**src/hw/rtl/ps2a_pkg.sv**
```systemverilog
// Shared constants, types and key tables for the PS/2 scancode to ASCII queue.
// Used by ps2a_key_decode, ps2a_char_queue and the top level; depends on nothing.
package ps2a_pkg;

    localparam int QUEUE_DEPTH = 64;
    localparam int PTR_W       = (QUEUE_DEPTH > 1) ? $clog2(QUEUE_DEPTH) : 1;
    localparam int CNT_W       = $clog2(QUEUE_DEPTH + 1);
    localparam int FILL_W      = 7;

    // Item opcodes carried on the input tuser
    localparam logic [1:0] OP_SCAN  = 2'd0;
    localparam logic [1:0] OP_POP   = 2'd1;
    localparam logic [1:0] OP_FLUSH = 2'd2;

    // Set-1 key codes
    localparam logic [6:0] K_ENTER  = 7'h1C;
    localparam logic [6:0] K_BKSP   = 7'h0E;
    localparam logic [6:0] K_TAB    = 7'h0F;
    localparam logic [6:0] K_LSHIFT = 7'h2A;
    localparam logic [6:0] K_RSHIFT = 7'h36;
    localparam logic [6:0] K_CTRL   = 7'h1D;
    localparam logic [6:0] K_ALT    = 7'h38;
    localparam logic [6:0] K_CAPS   = 7'h3A;

    localparam logic [6:0] CH_NL = 7'h0A;
    localparam logic [6:0] CH_BS = 7'h08;
    localparam logic [6:0] CH_HT = 7'h09;

    typedef struct packed {
        logic shift;
        logic ctrl;
        logic alt;
        logic caps;
    } mod_flags_t;

    typedef struct packed {
        logic step;   // an item is processed this cycle
        logic push;
        logic pop;
        logic flush;
    } q_cmd_t;

    typedef struct packed {
        logic             empty;
        logic             full;
        logic [CNT_W-1:0] count;
    } q_stat_t;

    function automatic logic [6:0] lo_char(input logic [5:0] idx);
        logic [6:0] c;
        case (idx)
            6'h02: c = 7'("1");   6'h03: c = 7'("2");   6'h04: c = 7'("3");
            6'h05: c = 7'("4");   6'h06: c = 7'("5");   6'h07: c = 7'("6");
            6'h08: c = 7'("7");   6'h09: c = 7'("8");   6'h0A: c = 7'("9");
            6'h0B: c = 7'("0");   6'h0C: c = 7'("-");   6'h0D: c = 7'("=");
            6'h10: c = 7'("q");   6'h11: c = 7'("w");   6'h12: c = 7'("e");
            6'h13: c = 7'("r");   6'h14: c = 7'("t");   6'h15: c = 7'("y");
            6'h16: c = 7'("u");   6'h17: c = 7'("i");   6'h18: c = 7'("o");
            6'h19: c = 7'("p");   6'h1A: c = 7'("[");   6'h1B: c = 7'("]");
            6'h1E: c = 7'("a");   6'h1F: c = 7'("s");   6'h20: c = 7'("d");
            6'h21: c = 7'("f");   6'h22: c = 7'("g");   6'h23: c = 7'("h");
            6'h24: c = 7'("j");   6'h25: c = 7'("k");   6'h26: c = 7'("l");
            6'h27: c = 7'(";");   6'h28: c = 7'h27;     6'h29: c = 7'h60;
            6'h2B: c = 7'h5C;     6'h2C: c = 7'("z");   6'h2D: c = 7'("x");
            6'h2E: c = 7'("c");   6'h2F: c = 7'("v");   6'h30: c = 7'("b");
            6'h31: c = 7'("n");   6'h32: c = 7'("m");   6'h33: c = 7'(",");
            6'h34: c = 7'(".");   6'h35: c = 7'("/");   6'h37: c = 7'("*");
            6'h39: c = 7'h20;
            default: c = 7'h00;
        endcase
        return c;
    endfunction

    function automatic logic [6:0] hi_char(input logic [5:0] idx);
        logic [6:0] c;
        case (idx)
            6'h02: c = 7'("!");   6'h03: c = 7'("@");   6'h04: c = 7'("#");
            6'h05: c = 7'("$");   6'h06: c = 7'("%");   6'h07: c = 7'("^");
            6'h08: c = 7'("&");   6'h09: c = 7'("*");   6'h0A: c = 7'("(");
            6'h0B: c = 7'(")");   6'h0C: c = 7'("_");   6'h0D: c = 7'("+");
            6'h10: c = 7'("Q");   6'h11: c = 7'("W");   6'h12: c = 7'("E");
            6'h13: c = 7'("R");   6'h14: c = 7'("T");   6'h15: c = 7'("Y");
            6'h16: c = 7'("U");   6'h17: c = 7'("I");   6'h18: c = 7'("O");
            6'h19: c = 7'("P");   6'h1A: c = 7'("{");   6'h1B: c = 7'("}");
            6'h1E: c = 7'("A");   6'h1F: c = 7'("S");   6'h20: c = 7'("D");
            6'h21: c = 7'("F");   6'h22: c = 7'("G");   6'h23: c = 7'("H");
            6'h24: c = 7'("J");   6'h25: c = 7'("K");   6'h26: c = 7'("L");
            6'h27: c = 7'(":");   6'h28: c = 7'h22;     6'h29: c = 7'("~");
            6'h2B: c = 7'("|");   6'h2C: c = 7'("Z");   6'h2D: c = 7'("X");
            6'h2E: c = 7'("C");   6'h2F: c = 7'("V");   6'h30: c = 7'("B");
            6'h31: c = 7'("N");   6'h32: c = 7'("M");   6'h33: c = 7'("<");
            6'h34: c = 7'(">");   6'h35: c = 7'("?");
            default: c = 7'h00;
        endcase
        return c;
    endfunction

endpackage

```
**src/hw/rtl/ps2a_key_decode.sv**
```systemverilog
// Set-1 scancode decoder: modifier flag update and ASCII lookup for one byte.
// Combinational; depends on ps2a_pkg for key codes, tables and mod_flags_t.
module ps2a_key_decode (
    input  logic                 [7:0] scancode,
    input  ps2a_pkg::mod_flags_t       flags_cur,
    output ps2a_pkg::mod_flags_t       flags_nxt,
    output logic                 [6:0] ch,
    output logic                       ch_valid
);

    logic [6:0] key;
    logic       down;

    assign key  = scancode[6:0];
    assign down = ~scancode[7];

    always_comb
    begin
        flags_nxt = flags_cur;
        if (key inside {ps2a_pkg::K_LSHIFT, ps2a_pkg::K_RSHIFT})
        begin
            flags_nxt.shift = down;
        end
        else if (key == ps2a_pkg::K_CTRL)
        begin
            flags_nxt.ctrl = down;
        end
        else if (key == ps2a_pkg::K_ALT)
        begin
            flags_nxt.alt = down;
        end
        else if (key == ps2a_pkg::K_CAPS && down)
        begin
            flags_nxt.caps = ~flags_cur.caps;
        end
    end

    // Lookup uses the updated shift state; codes 0x40 and up have no entry
    always_comb
    begin
        ch = 7'h00;
        if (down)
        begin
            case (key)
                ps2a_pkg::K_ENTER: ch = ps2a_pkg::CH_NL;
                ps2a_pkg::K_BKSP:  ch = ps2a_pkg::CH_BS;
                ps2a_pkg::K_TAB:   ch = ps2a_pkg::CH_HT;
                default:
                begin
                    if (!key[6])
                    begin
                        ch = (flags_nxt.shift ^ flags_nxt.caps)
                             ? ps2a_pkg::hi_char(key[5:0])
                             : ps2a_pkg::lo_char(key[5:0]);
                    end
                end
            endcase
        end
    end

    assign ch_valid = (ch != 7'h00);

endmodule

```
**src/hw/rtl/ps2a_char_queue.sv**
```systemverilog
// Character FIFO: QUEUE_DEPTH x 7 memory with wrapping pointers and fill count.
// Read data is registered on each processed item; depends on ps2a_pkg.
module ps2a_char_queue (
    input  logic                    clk,
    input  logic                    rst_n,
    input  ps2a_pkg::q_cmd_t        cmd,
    input  logic              [6:0] wdata,
    output logic              [6:0] rdata,
    output ps2a_pkg::q_stat_t       stat
);

    localparam int PW = ps2a_pkg::PTR_W;
    localparam int CW = ps2a_pkg::CNT_W;

    logic [6:0]    mem [ps2a_pkg::QUEUE_DEPTH];
    logic [6:0]    rdata_reg;
    logic [PW-1:0] rd_ptr_reg, rd_ptr_next;
    logic [PW-1:0] wr_ptr_reg, wr_ptr_next;
    logic [CW-1:0] count_reg, count_next;
    logic          empty;
    logic          full;
    logic          push_ok;
    logic          pop_ok;

    assign empty   = (count_reg == '0);
    assign full    = (count_reg == CW'(ps2a_pkg::QUEUE_DEPTH));
    assign push_ok = cmd.step & cmd.push & ~full;
    assign pop_ok  = cmd.step & cmd.pop & ~empty;

    always_comb
    begin
        rd_ptr_next = rd_ptr_reg;
        wr_ptr_next = wr_ptr_reg;
        count_next  = count_reg;
        if (cmd.step && cmd.flush)
        begin
            rd_ptr_next = '0;
            wr_ptr_next = '0;
            count_next  = '0;
        end
        else if (push_ok)
        begin
            wr_ptr_next = (wr_ptr_reg == PW'(ps2a_pkg::QUEUE_DEPTH - 1)) ? '0
                                                                           : wr_ptr_reg + 1'b1;
            count_next  = count_reg + 1'b1;
        end
        else if (pop_ok)
        begin
            rd_ptr_next = (rd_ptr_reg == PW'(ps2a_pkg::QUEUE_DEPTH - 1)) ? '0
                                                                           : rd_ptr_reg + 1'b1;
            count_next  = count_reg - 1'b1;
        end
    end

    always_ff @(posedge clk or negedge rst_n)
    begin
        if (!rst_n)
        begin
            rd_ptr_reg <= '0;
            wr_ptr_reg <= '0;
            count_reg  <= '0;
        end
        else
        begin
            rd_ptr_reg <= rd_ptr_next;
            wr_ptr_reg <= wr_ptr_next;
            count_reg  <= count_next;
        end
    end

    always_ff @(posedge clk)
    begin
        if (push_ok)
        begin
            mem[wr_ptr_reg] <= wdata;
        end
    end

    // Read the head on every step; the top level masks it unless a pop hit
    always_ff @(posedge clk)
    begin
        if (cmd.step)
        begin
            rdata_reg <= mem[rd_ptr_reg];
        end
    end

    assign rdata       = rdata_reg;
    assign stat.empty  = empty;
    assign stat.full   = full;
    assign stat.count  = count_reg;

    a_count_bound: assert property (@(posedge clk) disable iff (!rst_n)
        count_reg <= CW'(ps2a_pkg::QUEUE_DEPTH))
        else $error("queue count above depth");

    a_full_no_move: assert property (@(posedge clk) disable iff (!rst_n)
        cmd.step && cmd.push && full && !cmd.flush |=> $stable(wr_ptr_reg) && $stable(count_reg))
        else $error("push into full queue changed state");

endmodule

```
**src/hw/rtl/ps2_scancode_to_ascii_queue_unit.sv**
```systemverilog
// Top level of the PS/2 set-1 scancode to ASCII decoder with character queue.
// Instantiates ps2a_key_decode and ps2a_char_queue; depends on ps2a_pkg.
//
// Each input transfer carries an opcode on tuser (scan byte, pop, flush) and a
// scancode on tdata; every item produces exactly one result transfer. The block
// takes one item per clock while the output drains: an input register feeds the
// decode, flag update and queue update, which land in the result register.
// The queue is a QUEUE_DEPTH x 7 memory written at one address and read at one
// address per cycle with registered read data; it needs no clearing pass after
// reset. Modifier flags, caps and the fill level on a result are the state after
// that item.
module ps2_scancode_to_ascii_queue_unit (
    input  logic        clk,
    input  logic        rst_n,
    input  logic        s_axis_tvalid,
    output logic        s_axis_tready,
    input  logic [7:0]  s_axis_tdata,   // [7:0] scancode
    input  logic [1:0]  s_axis_tuser,   // [1:0] opcode
    output logic        m_axis_tvalid,
    input  logic        m_axis_tready,
    // [0] pop_valid, [7:1] pop_char, [8] dropped, [15:9] fill_level,
    // [16] shift_held, [17] ctrl_held, [18] alt_held, [19] caps_on, [23:20] zero
    output logic [23:0] m_axis_tdata
);

    logic                 in_valid_reg, in_valid_next;
    logic [1:0]           in_op_reg;
    logic [7:0]           in_sc_reg;
    logic                 out_valid_reg, out_valid_next;
    logic                 out_pop_reg;
    logic                 out_drop_reg;
    logic                 adv;
    logic                 s_fire;
    logic                 is_scan;
    ps2a_pkg::mod_flags_t flags_reg;
    ps2a_pkg::mod_flags_t flags_dec;
    logic [6:0]           dec_ch;
    logic                 dec_ch_valid;
    ps2a_pkg::q_cmd_t     q_cmd;
    ps2a_pkg::q_stat_t    q_stat;
    logic [6:0]           q_rdata;
    logic [6:0]           pop_char;

    // Advance the input stage when the result register is free or being taken
    assign adv           = in_valid_reg & (~out_valid_reg | m_axis_tready);
    assign s_axis_tready = ~in_valid_reg | adv;
    assign s_fire        = s_axis_tvalid & s_axis_tready;
    assign is_scan       = (in_op_reg == ps2a_pkg::OP_SCAN);

    ps2a_key_decode u_decode (
        .scancode  (in_sc_reg),
        .flags_cur (flags_reg),
        .flags_nxt (flags_dec),
        .ch        (dec_ch),
        .ch_valid  (dec_ch_valid)
    );

    assign q_cmd.step  = adv;
    assign q_cmd.push  = is_scan & dec_ch_valid;
    assign q_cmd.pop   = (in_op_reg == ps2a_pkg::OP_POP);
    assign q_cmd.flush = (in_op_reg == ps2a_pkg::OP_FLUSH);

    ps2a_char_queue u_queue (
        .clk   (clk),
        .rst_n (rst_n),
        .cmd   (q_cmd),
        .wdata (dec_ch),
        .rdata (q_rdata),
        .stat  (q_stat)
    );

    always_comb
    begin
        in_valid_next = in_valid_reg;
        if (s_fire)
        begin
            in_valid_next = 1'b1;
        end
        else if (adv)
        begin
            in_valid_next = 1'b0;
        end
        out_valid_next = out_valid_reg;
        if (adv)
        begin
            out_valid_next = 1'b1;
        end
        else if (m_axis_tready)
        begin
            out_valid_next = 1'b0;
        end
    end

    always_ff @(posedge clk or negedge rst_n)
    begin
        if (!rst_n)
        begin
            in_valid_reg  <= 1'b0;
            out_valid_reg <= 1'b0;
            flags_reg     <= '0;
        end
        else
        begin
            in_valid_reg  <= in_valid_next;
            out_valid_reg <= out_valid_next;
            if (adv && is_scan)
            begin
                flags_reg <= flags_dec;
            end
        end
    end

    always_ff @(posedge clk)
    begin
        if (s_fire)
        begin
            in_op_reg <= s_axis_tuser;
            in_sc_reg <= s_axis_tdata;
        end
        if (adv)
        begin
            out_pop_reg  <= q_cmd.pop & ~q_stat.empty;
            out_drop_reg <= q_cmd.push & q_stat.full;
        end
    end

    // Flags and queue count only move on an advance, which also reloads the
    // result register, so they always describe the item held there.
    assign pop_char      = out_pop_reg ? q_rdata : 7'h00;
    assign m_axis_tvalid = out_valid_reg;
    assign m_axis_tdata  = {4'b0000,
                            flags_reg.caps, flags_reg.alt, flags_reg.ctrl, flags_reg.shift,
                            ps2a_pkg::FILL_W'(q_stat.count),
                            out_drop_reg, pop_char, out_pop_reg};

    a_pop_drop_excl: assert property (@(posedge clk) disable iff (!rst_n)
        out_valid_reg |-> !(out_pop_reg && out_drop_reg))
        else $error("pop and drop on the same result");

    a_drop_full: assert property (@(posedge clk) disable iff (!rst_n)
        out_valid_reg && out_drop_reg |-> q_stat.full)
        else $error("drop reported with queue not full");

    a_flush_empty: assert property (@(posedge clk) disable iff (!rst_n)
        adv && q_cmd.flush |=> q_stat.empty)
        else $error("queue not empty after flush");

    a_stall_cause: assert property (@(posedge clk) disable iff (!rst_n)
        !s_axis_tready |-> in_valid_reg && out_valid_reg && !m_axis_tready)
        else $error("input stalled without a full pipeline");

endmodule
```
**config.mk**
```make
export PLATFORM = sky130hd
export DESIGN_NAME = ps2_scancode_to_ascii_queue_unit
export DESIGN_NICKNAME = d
export VERILOG_FILES = /design/src/hw/rtl/ps2a_pkg.sv /design/src/hw/rtl/ps2a_key_decode.sv /design/src/hw/rtl/ps2a_char_queue.sv /design/src/hw/rtl/ps2_scancode_to_ascii_queue_unit.sv
export SDC_FILE = /design/constraint.sdc
export NUM_CORES = 1
export LEC_CHECK = 0
export BUFFER_PORTS_ARGS = -buffer_cell sky130_fd_sc_hd__buf_2
export CAP_MARGIN = 30
export CORE_UTILIZATION = 60
export DETAILED_ROUTE_END_ITERATION = 12
export PLACE_DENSITY = 0.79
export SYNTH_ARGS = -nofsm -noshare
export SYNTH_HDL_FRONTEND = slang
export SYNTH_SLANG_ARGS = --single-unit
```
**constraint.sdc**
```tcl
create_clock -name clk -period 6.3 [get_ports clk]
set_input_delay 0.945 -clock clk [delete_from_list [all_inputs] [get_ports clk]]
set_output_delay 0.945 -clock clk [all_outputs]
set_load 0.03 [all_outputs]
```
==> results list, run 1 <==
- Vertical die dimension: 191.6 um
* Compound-cell area share of the yosys netlist: 0.08404
* Signal arrival time at the worst endpoint: 4500 ps
- On the final layout, the worst hold slack is 383.7 ps.
- The register with the most flip-flops in the layout has 448 of them.
* Area delta synth->final: 10.64%
- Max-cap violations in this run came to 0.
* Met2 routing resource usage after global routing: 0.4574
* Number of levels in the clock H-tree: 2
- Clock latency of the later-clocked register in the worst-skew pair: 570 ps
- Overall global routing resource usage: 0.2796
* Area of the mapped netlist: 0.02156 mm^2
- Most frequent cells in the layout: edfxtp_1, nand2_1, mux2i_1
* Post-Route WL: 49.54 mm
- Sum Neg Setup Slack: 0 ps
- The total overflow left after global routing is 0.
- 40 I/O pins were placed.
* Count of buffers inserted at the top-level ports: 35
- Hold-fix buffers, CTS: 0
* Clk pin slew, worst setup/hold paths: 60 ps
- Kind of start point of the critical path: flop
* Routability-driven placement congestion ratio: 0.8559
* Clock tree from TritonCTS: yes
* Global-route wire length before repair: 75.66 mm
- For this design the static power due to leakage is 7.808 nW.
* # Post-CTS Setup Buffers: 0
* Dominant combinational cell family by area after synthesis: multiplexers
- Top fanout value on the critical path: 33
- The finished cells cover 0.02385 mm^2.
- The path class of the tightest hold or removal check is input pin to asynchronous set/reset pin.
* Count of warnings emitted by yosys: 0
* Critical path data required time: 6500 ps
* Initial Utilization: 0.6076
- Dividing the detail-routed via count by the number of cells gives 6.673.
* Die Footprint: 0.03669 mm^2
- In this design, the stage delay of the slowest critical-path cell is 870 ps.
- The pre-antenna-repair detailed-routing pass consisted of 5 iterations.
* Adder-cell share of the synthesized area: 0.01138
- At the pin with the least slew margin, the transition time is 907.2 ps.
- The clock passes through at most 3 buffers.
* Num Clock Sinks: 506
- Most used flip-flop cell after synthesis: edfxtp_1
- Pin count of the biggest net entering global routing: 87
- Run status: finished clean
- Resize count post-CTS: 0
- GRT busiest layer: met2
- Vias in the first global route: 12560
- Final count of negative-setup-slack endpoints: 0
* Area after DPL: 0.02215 mm^2
- The portion of synthesized area spent on multiplexers is 0.1185.
* Setup slack of the critical path after layout: 2004 ps
- For this run, the post-layout net count is 1443.
- In the routed design, unresolved DRC markers number 0.
- Yosys mapped a number of flops with a built-in enable equal to 467.
- Measured against its own limit, the worst slew margin works out to 0.3952.
- RSZ-0062 raised after global routing: no
- Half-perimeter wire length after detailed placement: 29.31 mm
- CP top delay family: simple AND/OR/NAND/NOR gates
- Hold Vio Cnt, Final: 0
- FF+latch count, synth: 506
* Cells after synthesis: 1394
- Critical Path End Type: flop
- Cell chosen for the clock root: clkbuf_16
- Of the total synthesized cell area, the portion taken by AND, OR, NAND and NOR gates is 0.06825.
- GRT met1 Usage: 0.3820
* Number of nets still failing antenna checks after routing: 0
* Worst-path cell chain: nor3b_1, o21ai_0, nand2_1, a21oi_1, o41ai_4, buf_4, or4b_1, nor2_1
- Buffer and inverter count on the worst path: 1
- Leaving out filler cells and counting taps, the final layout contains 1911.
- The worst path in the final design needs a cycle of 4296 ps, including I/O delays and setup.
- Timing analysis after detailed placement gives a worst setup slack of 2073 ps.
- Start-to-end type of the worst setup path: flop to flop
- Highest achievable clock rate: 0.2328 GHz
- VDD sags by at most 0.2808 mV.
* # rows: 69
- The detailed router finished its first iteration with 1542 violations.
* Final worst-path cycle share: 0.6820
- N_diodes: 0
- Total vias in the final route: 12750
- Across the routed clock network, the largest skew measured is 26.13 ps.
* GR Util met3: 0.05214
- The slowest stage of the critical path belongs to the cell or4b_1.
- Commonest non-fill, non-tap cell in the layout: edfxtp_1
* Fraction of final layout cells sized beyond drive strength 1: 0.1766
* CORE AREA: 0.03548 mm^2
* Asr flop ratio synth: 0.04941
* Cell variety after synth: 77
- The number of antenna violations at the first check in global routing came to 0.
- Die extent in x: 191.6 um
- Count of final max-slew check failures: 0
* Number of CTS-inserted buffers: 49
- Averaged over all synthesized cells, the footprint is 15.46 um^2.
- Seq/Total Area, Yosys: 0.6925
- Post-Place Cells: 1820
- Power spread over the standard cell area amounts to 371.9 mW/mm^2.
* Routed len/inst: 25.92 um
- Post-synthesis xor/xnor area fraction: 0.003250
[stage by stage]
step | utilization | total power [W]
2_1_floorplan | - | 0.005315
4_1_cts | 0.6722 | 0.008879
3_5_place_dp | 0.6241 | 0.005816
6_report | 0.6722 | 0.008870
3_3_place_gp | 0.6234 | 0.005750
5_1_grt | 0.6722 | 0.009147
[cells by family (layout without fill, tap and decap cells)]
family	count (synthesis)	count (layout)
buffers and inverters	108	161
muxes	181	181
and+or+nand+nor	302	302
adders and majority gates	19	19
other	1	4
DFF	506	506
AOI/OAI and AO/OA	269	269
xor gates and xnor gates	8	8
[routing by layer]
layer	part of all wire	wire length [um]	vias to the layer above
met5	0	0	-
met4	0.028	1399	0
met3	0.094	4677	94
met2	0.50	24640	751
met1	0.38	18820	6382
li1	-	-	5526
[synth_stat cells (all sizes together), types with 3 or more instances]
cell      n  area share
nand3    16      0.0039
a22oi     4      0.0014
a211oi   19      0.0066
xor2      3      0.0012
nand2b    9      0.0026
and2     12      0.0037
or2       4      0.0012
a221oi    7      0.0028
nand4     8      0.0023
or4b      3      0.0014
dfrtp    25       0.029
nor3     11      0.0028
inv      14      0.0024
nor4      7      0.0027
dfxtp    14       0.013
a31oi     5      0.0015
mux2i   100       0.046
ha       18       0.010
edfxtp  467        0.65
nand3b    3      0.0010
nor3b     4      0.0016
or4       5      0.0017
o221ai   47       0.019
o21ai    61       0.014
clkbuf   55      0.0096
xnor2     5      0.0020
o31ai     3      0.0013
nand2   107       0.019
o22ai    23      0.0067
mux2     24       0.013
mux4     57       0.060
a21o      6      0.0021
nor2b     6      0.0017
buf      39      0.0099
a21oi    69       0.016
or3       9      0.0026
o211ai    4      0.0014
nor2     93       0.017
[path summary, 6_finish.rpt]
check | start | to | slack, ps | cells after the start
setup / recovery | in_sc_reg[4]$_DFFE_PP_ | u_queue.mem[26][3]$_DFFE_PP_ | 2000 | 8
hold / removal | rst_n | m_axis_tdata[18]$_DFFE_PN0P_ | 380 | 1
setup reg to reg | in_sc_reg[4]$_DFFE_PP_ | u_queue.mem[26][3]$_DFFE_PP_ | 2000 | 8
hold reg to reg | m_axis_tdata[18]$_DFFE_PN0P_ | m_axis_tdata[18]$_DFFE_PN0P_ | 500 | 1
max in group asynchronous | rst_n | u_queue.rd_ptr_reg[0]$_DFFE_PN0P_ | 5470 | 1
min in group clk | m_axis_tdata[18]$_DFFE_PN0P_ | m_axis_tdata[18]$_DFFE_PN0P_ | 500 | 1
[where the power goes]
group / internal, W / switching (W)
registers: 0.00379 / 0.0000921
logic: 0.000783 / 0.00111
clock network: 0.00183 / 0.00127
total: 0.00640 / 0.00247
[layout make-up]
cell class,count,area (um^2)
clock buffers,54,1265
clock inverters,37,440.4
fillers,2289,11630
inverters,14,52.55
multi-input cells,783,6217
flip-flops and latches,506,14930
well taps,461,576.8
repair buffers,56,365.4
Note: power is estimated with default switching activity, not from simulation.
==> run 2: changes to the inputs <==
Settings changed: ABC_AREA set to 1, CORE_UTILIZATION 60 to 57, PLACE_DENSITY 0.79 to 0.78.
Clock period 6.3 ns to 3.5 ns, I/O delays scaled along.
==> results list, run 2 <==
- Run status: finished clean
* Routed len/inst: 21.18 um
- RSZ-0062 raised after global routing: yes
* Num Clock Sinks: 506
- Number of CTS-inserted buffers: 49
* Area of the mapped netlist: 0.02166 mm^2
- Area of all placed cells without fillers: 0.02455 mm^2
* Per-cell via count in the routed design: 6.108
* Commonest non-fill, non-tap cell in the layout: edfxtp_1
- Clock latency of the later-clocked register in the worst-skew pair: 570 ps
- Of the cells placed in the final design, the portion with a size suffix greater than 1 is 0.1323.
* Post-placement worst setup slack: 54.14 ps
- Asr flop ratio synth: 0.04941
- Clock tree from TritonCTS: yes
- Area delta synth->final: 13.38%
- In the synthesized netlist, the number of instances is 1916.
- Cell with the biggest individual delay on the critical path: edfxtp_1
- Die Footprint: 0.03878 mm^2
- Post-route non-filler standard cell count: 2536
- Measured along the y axis, the die boundary spans 196.9 um.
* Classification of the worst-slack hold path: input pin to flop
- Number of levels in the clock H-tree: 2
- The number of max-slew violations in the final report was 0.
* Final worst-path cycle share: 0.9874
- Yosys instantiated no cell more often than edfxtp_1.
- For this run, the number of Yosys warnings is 0.
* N_diodes: 0
- For this run, the top clock speed supported by timing is 0.2894 GHz.
* Time the worst path needs with I/O delays and setup: 3456 ps
* Number of nets still failing antenna checks after routing: 0
- Of all nets on the critical path, the largest fanout is 5.
- In this run the clock root is driven by a clkbuf_16.
- At the pin with the least slew margin, the transition time is 796.0 ps.
- For this run, the register share of the synthesized area comes to 0.6894.
- In this run the deepest clock path goes through 3 buffers.
- The tool flagged a number of max-cap violations equal to 0.
- Most used flip-flop cell after synthesis: edfxtp_1
- Counting flops with a built-in enable in the synthesized netlist gives 467.
* Top cell type by total area after synthesis: edfxtp_1
- Mean area per synthesized cell: 11.30 um^2
- Final clock skew: 10.93 ps
- FF+latch count, synth: 506
- Synthesis instantiated 52 different standard cells from the library.
- Once routing completed, OpenROAD measured the worst setup slack at 44.24 ps.
- The worst pin sits at a relative slew slack of 0.4694.
- Die extent in x: 196.9 um
* Most frequent cell on the critical path: nand2_1
- For the worst setup path, the data arrival time is 3920 ps.
* Critical path data required time: 3960 ps
* DRC violations left: 0
- Total vias in the final route: 15490
* Final count of negative-setup-slack endpoints: 0
* I/O pins: 40
- After routing, the total negative slack on setup checks comes to 0 ps.
- Pin count of the biggest net entering global routing: 85
* Overall global routing resource usage: 0.2754
- Global-route wire length before repair: 81.41 mm
- The worst-case IR drop observed on VDD is 0.8134 mV.
- The floorplan has 71 rows.
- Initial Utilization: 0.5777
- Final core utilization: 0.6549
- By count the netlist is led by edfxtp_1, nor2_1, o21ai_0, nand2_1, o22ai_1.
* Total congestion overflow: 0
* Vias in the first global route: 14400
- For this run, the post-layout net count is 2026.
* Count of buffers inserted at the top-level ports: 35
- Initial antenna violation count: 0
- In this run the power density over the cells is 738.9 mW/mm^2.
- After clock tree synthesis, the clock-pin slew on the worst setup and hold paths is 60 ps.
- The worst setup path is captured at a flop.
* Kind of start point of the critical path: flop
- The critical path in this run is classified as flop to flop.
- Area after DPL: 0.02281 mm^2
- Number of optimization iterations in the first detailed-route pass: 7
- At the end of routability-driven placement, the weighted congestion stood at 0.9059.
- Half-perimeter wire length after detailed placement: 32.81 mm
- Post-Route WL: 53.70 mm
- Synth top area share: 0.6476
- The core region is 0.03749 mm^2.
* Static leakage: 8.813 nW
* Post-Place Cells: 2440
- Max FFs per register: 448
- In this design, the stage delay of the slowest critical-path cell is 450 ps.
- Hold Vio Cnt, Final: 0
- In this run, the number of DRC markers left after iteration 0 of detailed routing was 1810.
- Leaving out fill and tap cells, the most frequent cells in the layout are edfxtp_1, nor2_1, o21ai_0.
- By area the synthesized netlist is led by edfxtp_1, o21ai_0, nor2_1.
## run 2: cell types whose count changed in the layout (fill, tap and decap cells not counted), sizes merged, moves of 24 or more
cell and delta:
nand3 +36, nor2 +289, mux2 -24, mux4 -57, o221ai -40, inv +80, mux2i -100, o21ai +260
nand2 +86, buf +79, a21oi -37, o22ai +105
## run 2: worst max-delay path, delay by kind of cell (launching register included)
kind,cells,cell delay [ps]
AND/OR/NAND/NOR,21,1740
flip-flops,1,450
AO/OA/AOI/OAI,2,410
buffers and inverters,3,340
adder cells (fa/ha/maj),1,210
XOR/XNOR,1,190
## run 2: logic make-up after synthesis
logic type | Yosys count | share of synthesized area
AOI/OAI and AO/OA | 514 | 0.1318
xor gates and xnor gates | 7 | 0.002831
adders and majority gates | 19 | 0.01132
buffers and inverters | 211 | 0.03854
DFF | 506 | 0.6894
other | 1 | 0.0001732
and+or+nand+nor | 658 | 0.1259
## run 2: power by group
group	total [W]	switching, W	internal, W
Clock	0.00481	0.00210	0.00271
Combinational	0.00591	0.00412	0.00178
Sequential	0.00742	0.000337	0.00708
## run 2: path summary, 6_finish.rpt
kind / cells past startpoint / from / slack (ps) / to
setup / recovery: 28 / in_sc_reg[0]$_DFFE_PP_ / 40 / u_queue.count_reg[6]$_DFFE_PN0P_
hold / removal: 1 / s_axis_tuser[0] / 130 / in_op_reg[0]$_DFFE_PP_
setup reg to reg: 28 / in_sc_reg[0]$_DFFE_PP_ / 40 / u_queue.count_reg[6]$_DFFE_PN0P_
hold reg to reg: 2 / m_axis_tdata[18]$_DFFE_PN0P_ / 510 / m_axis_tdata[18]$_DFFE_PN0P_
max in group asynchronous: 2 / rst_n / 2500 / u_queue.rd_ptr_reg[0]$_DFFE_PN0P_
min in group asynchronous: 2 / rst_n / 520 / u_queue.count_reg[3]$_DFFE_PN0P_
## run 2: final cells by class
class / count / area [um^2]
Sequential cell: 506 / 14940
Fill cell: 2727 / 12940
Multi-Input combinational cell: 1202 / 6113
Clock buffer: 67 / 1294
Timing Repair Buffer: 136 / 1072
Tap cell: 511 / 639.4
Inverter: 98 / 372.9
Clock inverter: 16 / 125.1
## run 2: metal layers
layer / GRT usage / share of wire
met2: 0.4452 / 0.48
met5: 0 / 0
met4: 0.08211 / 0.025
met1: 0.3911 / 0.39
met3: 0.03919 / 0.10
## run 2: metrics by stage
step           power, W  hold WS [ps]
6_report        0.01814         129.4
3_3_place_gp    0.01293         493.6
4_1_cts         0.01782         107.7
2_1_floorplan   0.01114         229.4
3_5_place_dp    0.01304         488.1
5_1_grt         0.01892         119.4
## run 2: timing repair
action / CTS / global route
endpoints found under the hold margin: 25 / 0
setup buffers: 0 / 12
gates resized for setup: 0 / 52
setup endpoints to repair: 0 / 9
hold buffers: 1 / 0
